[src/design/cpvpid_pkg.sv]
// ----------------------------------------------------------------------------
// cpvpid_pkg: shared types and constants
// Register indexes, controller commands, window size and fixed-point limits.
// ----------------------------------------------------------------------------
`default_nettype none
package cpvpid_pkg;
    localparam int unsigned CfgIdxW = 3;
    localparam logic [CfgIdxW-1:0] REG_POS_GAIN     = 3'd0;
    localparam logic [CfgIdxW-1:0] REG_VEL_P_GAIN   = 3'd1;
    localparam logic [CfgIdxW-1:0] REG_VEL_I_GAIN   = 3'd2;
    localparam logic [CfgIdxW-1:0] REG_VEL_D_GAIN   = 3'd3;
    localparam logic [CfgIdxW-1:0] REG_SPEED_LIMIT  = 3'd4;
    localparam logic [CfgIdxW-1:0] REG_DUTY_FLOOR   = 3'd5;
    localparam logic [CfgIdxW-1:0] REG_DUTY_CEILING = 3'd6;

    localparam int SpeedWindow = 8;

    localparam logic signed [63:0] IntegralMax = 64'sd1677721600;
    localparam logic signed [63:0] Q24Hundred  = 64'sd1677721600;
    localparam logic signed [33:0] Deadband    = 34'sd26;

    typedef struct packed {
        logic load;   // take input, update ring and position loop
        logic s1;     // speed error, derivative delta, divide by five
        logic s2;     // derivative filter, divide by twenty-five
        logic s3;     // integral, P and D products
        logic s4;     // I product
        logic s5;     // sum and output
    } t_cmd;

    typedef struct packed {
        logic [23:0] pos_gain;
        logic [23:0] vel_p_gain;
        logic [23:0] vel_i_gain;
        logic [23:0] vel_d_gain;
        logic [30:0] speed_limit;
        logic [15:0] duty_floor;
        logic [15:0] duty_ceiling;
    } t_cfg;

    function automatic logic signed [31:0] sat32(input logic signed [63:0] x);
        if (x > 64'sd2147483647) begin
            return 32'sh7fffffff;
        end else if (x < -64'sd2147483648) begin
            return 32'sh80000000;
        end
        return x[31:0];
    endfunction
endpackage
`default_nettype wire

[src/design/cpvpid_ctrl.sv]
// ----------------------------------------------------------------------------
// cpvpid_ctrl: sequencing controller
// One-hot state machine stepping one tick through the datapath.
// ----------------------------------------------------------------------------
`default_nettype none
module cpvpid_ctrl (
    input  wire logic            i_clk,
    input  wire logic            i_rst_n,
    input  wire logic            i_in_fire,
    input  wire logic            i_out_busy,
    output cpvpid_pkg::t_cmd     o_cmd,
    output logic                 o_in_ready
);
    import cpvpid_pkg::*;

    typedef enum logic [5:0] {
        ST_IDLE = 6'b000001,
        ST_S1   = 6'b000010,
        ST_S2   = 6'b000100,
        ST_S3   = 6'b001000,
        ST_S4   = 6'b010000,
        ST_WAIT = 6'b100000
    } t_state;

    t_state r_state, n_state;

    always_comb begin
        n_state = r_state;
        unique case (r_state)
            ST_IDLE: if (i_in_fire) n_state = ST_S1;
            ST_S1:   n_state = ST_S2;
            ST_S2:   n_state = ST_S3;
            ST_S3:   n_state = ST_S4;
            ST_S4:   n_state = ST_WAIT;
            ST_WAIT: if (!i_out_busy) n_state = ST_IDLE;
            default: n_state = ST_IDLE;
        endcase
    end

    always_ff @(posedge i_clk) begin
        if (!i_rst_n) begin
            r_state <= ST_IDLE;
        end else begin
            r_state <= n_state;
        end
    end

    assign o_in_ready = (r_state == ST_IDLE);
    assign o_cmd.load = i_in_fire;
    assign o_cmd.s1   = (r_state == ST_S1);
    assign o_cmd.s2   = (r_state == ST_S2);
    assign o_cmd.s3   = (r_state == ST_S3);
    assign o_cmd.s4   = (r_state == ST_S4);
    assign o_cmd.s5   = (r_state == ST_WAIT) && !i_out_busy;

`ifndef SYNTHESIS
    a_onehot: assert property (@(posedge i_clk) disable iff (!i_rst_n)
        $onehot(r_state)) else $error("state not one-hot");
    a_load_idle: assert property (@(posedge i_clk) disable iff (!i_rst_n)
        i_in_fire |-> r_state == ST_IDLE) else $error("load outside idle");
    a_seq: assert property (@(posedge i_clk) disable iff (!i_rst_n)
        i_in_fire |=> r_state == ST_S1) else $error("sequence broken");
`endif
endmodule
`default_nettype wire

[config.mk]
export PLATFORM = sky130hd
export DESIGN_NAME = cpvpid_ctrl
export DESIGN_NICKNAME = d
export VERILOG_FILES = /design/src/design/cpvpid_pkg.sv /design/src/design/cpvpid_ctrl.sv
export SDC_FILE = /design/constraint.sdc
export NUM_CORES = 1
export LEC_CHECK = 0
export BUFFER_PORTS_ARGS = -buffer_cell sky130_fd_sc_hd__buf_2
export CORE_AREA = 2 2 39 41
export DETAILED_ROUTE_END_ITERATION = 10
export DIE_AREA = 0 0 41 43
export PLACE_DENSITY_LB_ADDON = 0.12
export SYNTH_ARGS = -nofsm -noshare
export SYNTH_HDL_FRONTEND = slang
export SYNTH_SLANG_ARGS = --single-unit
[constraint.sdc]
create_clock -name i_clk -period 2.3 [get_ports i_clk]
set_input_delay 0.46 -clock i_clk [delete_from_list [all_inputs] [get_ports i_clk]]
set_output_delay 0.46 -clock i_clk [all_outputs]
set_load 0.005 [all_outputs]
Yosys cells after proc, flatten, opt, wreduce, memory -nomap -nowiden
Cells that the tools add are included.

Register bits after elaboration: 6. Bits in latches: 0. RAM bits: 0. ROM bits: 0. Bits of input ports: 4. Memories kept: 0.

Add/sub/neg operators: 0. Multipliers: 0. Div/mod/pow operators: 0. Magnitude comparators: 0. Equality and inequality tests: 8. Shift-type cells: 0. Muxes and demuxes: 3. Bitwise logic cells: 0. Reductions and logical operators: 3.

Operators by type and width (count): case mux 6 bit (6 select lines) (1); two-way mux 6 bit (2); == test 6 x 1 -> 1 bit, second input constant (1); == test 6 x 2 -> 1 bit, second input constant (1); == test 6 x 3 -> 1 bit, second input constant (1); == test 6 x 4 -> 1 bit, second input constant (1); == test 6 x 5 -> 1 bit, second input constant (1); == test 6 bit, second input constant (1); inequality test 2 bit, second input constant (2); AND reduction 2 bit (1); logical AND 1 bit (1); zero test 1 bit (1).

Longest topological paths before layout
Depth after elaboration: 3. Gate-level depth with buffers: 4.

Least setup slack after synthesis
No wires, ideal clock.

Path kind: register to output. Start: register r_state[1]. End: output port o_in_ready. Arrival: 1.087 ns. Data required time: 1.840 ns. Slack: 0.753 ns. Cell stages (with the launch flop): 3. Path buffers: 0. Cells stage by stage: dfxtp_1 > or4b_4 > nor3_1.

Word-level cells in the longest chain between the ends: 1.

Ends and longest elaborated chain: start: declaration (RTL line cpvpid_ctrl.sv:25) `t_state r_state, n_state;`; start signal: assignment (RTL line cpvpid_ctrl.sv:44) `r_state <= n_state;`; == test 6 x 1 -> 1 bit (RTL line cpvpid_ctrl.sv:48) `assign o_in_ready = (r_state == ST_IDLE);`; end: declaration (RTL line cpvpid_ctrl.sv:12) `output logic o_in_ready`.

No other way between the ends.

Worst setup path after layout
Start: register r_state[0]. End: output port o_in_ready.

Same word-level chain as after synthesis.

==> qor.csv <==
metric,value,unit
RD Place Congestion,0.723,
Mean Syn Cell Area,8.79,um2
TritonCTS clock tree,done,
layout cells sized above 1,0.346,
max reg flops,6,
Netlist Area Pre-Place,360,um2
critical path required time,1840,ps
worst skew pair latency,250,ps
Yosys reg bits,6,
first element of the critical path,r_state[0],
Nets,58,
final worst setup slack,322,ps
deepest level of the CTS H-tree,1,
total grt overflow,0,
post-DP HPWL,607,um
cell count after synthesis,41,
number of global-route vias before repair,283,
Initial Util,0.260,
# hold bufs at CTS,0,
Die Y-Extent,43,um
Achievable Freq,506,MHz
CP Class,reg2out,
setup_tns,0,ps
Final period util,0.860,
PostCTS Resize Cnt,0,
port bufs,10,
"Warnings, synthesis",0,
DRC,0,
Final Hold Fails,0,
Regs by FF count,r_state (6),
Crit. End Element,primary output,
worst hold slack,484,ps
largest net degree at the start of global routing,10,
setup violators final,0,
HP Start,i_rst_n,
Setup Skew,4.00,ps
VDD IR max,0.000300,V
Layout area overhead,20.8,%
Hold WC Path Type,in2reg,
Max Cap Viol,0,
Tightest Pin Transition,314,ps
total number of vias,356,
Max Fanout on Critical Path,8,
crit path launch type,flop,
max-slew violations,0,
RSZ-0062 raised after global routing,false,
min Tclk post-route,1980,ps
area of the die,1760,um2
filler cell count,159,
total CTS buffers,3,
routed wire length,811,um
Largest Register,r_state,
vias per cell,5.24,
mean routed wirelength per cell,11.9,um
router iterations before antenna repair,4,
row count,14,
antenna violations before repair,0,
Reg2Reg Depth,3,
Antenna Nets Post-Route,0,
Top Ports,11,
DRT iter0 DRCs,8,
Netlist cell types,24,
Hold Crit Depth,2,
clk sinks,6,
CP Data Arrival Time,1520,ps
R2R Path Start,r_state[0],
first-pass GRT wire length,1260,um
"Reg clk slew, reported paths",40,ps
leakage,0.194,nW
sequential share of the synthesized area,0.333,
DP Worst Slack,600,ps
pwr/cell area,857,nW/um2
relative slew slack,0.789,
outcome,"complete, no violations",
antenna fix cells,0,
core area,1380,um2
post-CTS setup buffer count,0,
Syn Nets,45,
clock root buffer,clkbuf_4,
die width,41,um
clock tree buffer depth,2,
GRT Util Overall,0.114,
worst paths after layout:
kind,endpoint,slack [ps]
max,o_in_ready,320
min,r_state[2],480
max reg2reg,r_state[5],740
min reg2reg,r_state[3],570
worst max-delay path, stage by stage (launching register included):
cell	delay [ps]
dfxtp_1	420
or4b_4	510
nor3_1	180
buf_2	150
final cells by class:
type | count | area (um2) | area share
Sequential cell | 6 | 120 | 0.276
Multi-Input combinational cell | 33 | 223 | 0.511
Timing Repair Buffer | 10 | 50.0 | 0.115
Tap cell | 16 | 20.0 | 0.0460
Clock buffer | 3 | 22.5 | 0.0517
cells in the final DEF (no fill, tap or decap), drive strengths merged, types with 2 or more instances in the layout:
master / n
buf: 10
nand2b: 2
or4b: 2
nor2: 8
dfxtp: 6
and3: 3
clkbuf: 3
nor3: 3
and2: 2
cells by family after synthesis:
kind of cell / after synthesis / share of synthesized area
flops: 6 / 0.333
xor+xnor: 1 / 0.0243
buf+inv: 2 / 0.0486
simple gates: 27 / 0.465
compound gates: 5 / 0.128
per-layer routing:
layer	GRT usage	up-vias	part of all wire
li1	-	176	-
met5	0	-	0
met3	0.0314	4	0.067
met4	0.140	0	0.070
met1	0.138	160	0.42
met2	0.138	16	0.44
power by group:
| group | internal [mW] | leakage [nW] | switching (mW) |
|---|---|---|---|
| Combinational | 0.0742 | 0.131 | 0.0566 |
| Sequential | 0.119 | 0.0490 | 0.0251 |
| Clock | 0.0591 | 0.0138 | 0.0393 |
cell usage after synthesis:
library cell | count | area share
a2bb2oi_1 | 1 | 0.024
and3_1 | 3 | 0.052
nor4b_1 | 1 | 0.024
o41a_1 | 1 | 0.031
nor3_1 | 3 | 0.042
o211ai_1 | 1 | 0.021
or2_2 | 1 | 0.017
clkdlybuf4s18_1 | 1 | 0.028
nor3b_1 | 1 | 0.021
nor2_1 | 8 | 0.083
buf_4 | 1 | 0.021
nand2b_1 | 2 | 0.035
nand3_1 | 1 | 0.014
xnor2_1 | 1 | 0.024
nand2_1 | 1 | 0.010
or4b_2 | 1 | 0.028
o211a_1 | 1 | 0.028
and4bb_2 | 1 | 0.035
and2_1 | 1 | 0.017
and2_2 | 1 | 0.021
o31a_1 | 1 | 0.024
and4b_1 | 1 | 0.028
dfxtp_1 | 6 | 0.33
or4b_4 | 1 | 0.038
through the flow:
step	cells	util	power, mW	cell area (um2)
final	68	0.315	0.373	435
after global routing	68	0.315	0.401	435
after CTS	68	0.315	0.376	435
after detailed placement	65	0.298	0.276	413
after global placement	65	0.298	0.281	413
after floorplan	41	-	0.240	360
Power figures use the tool's default switching activity.
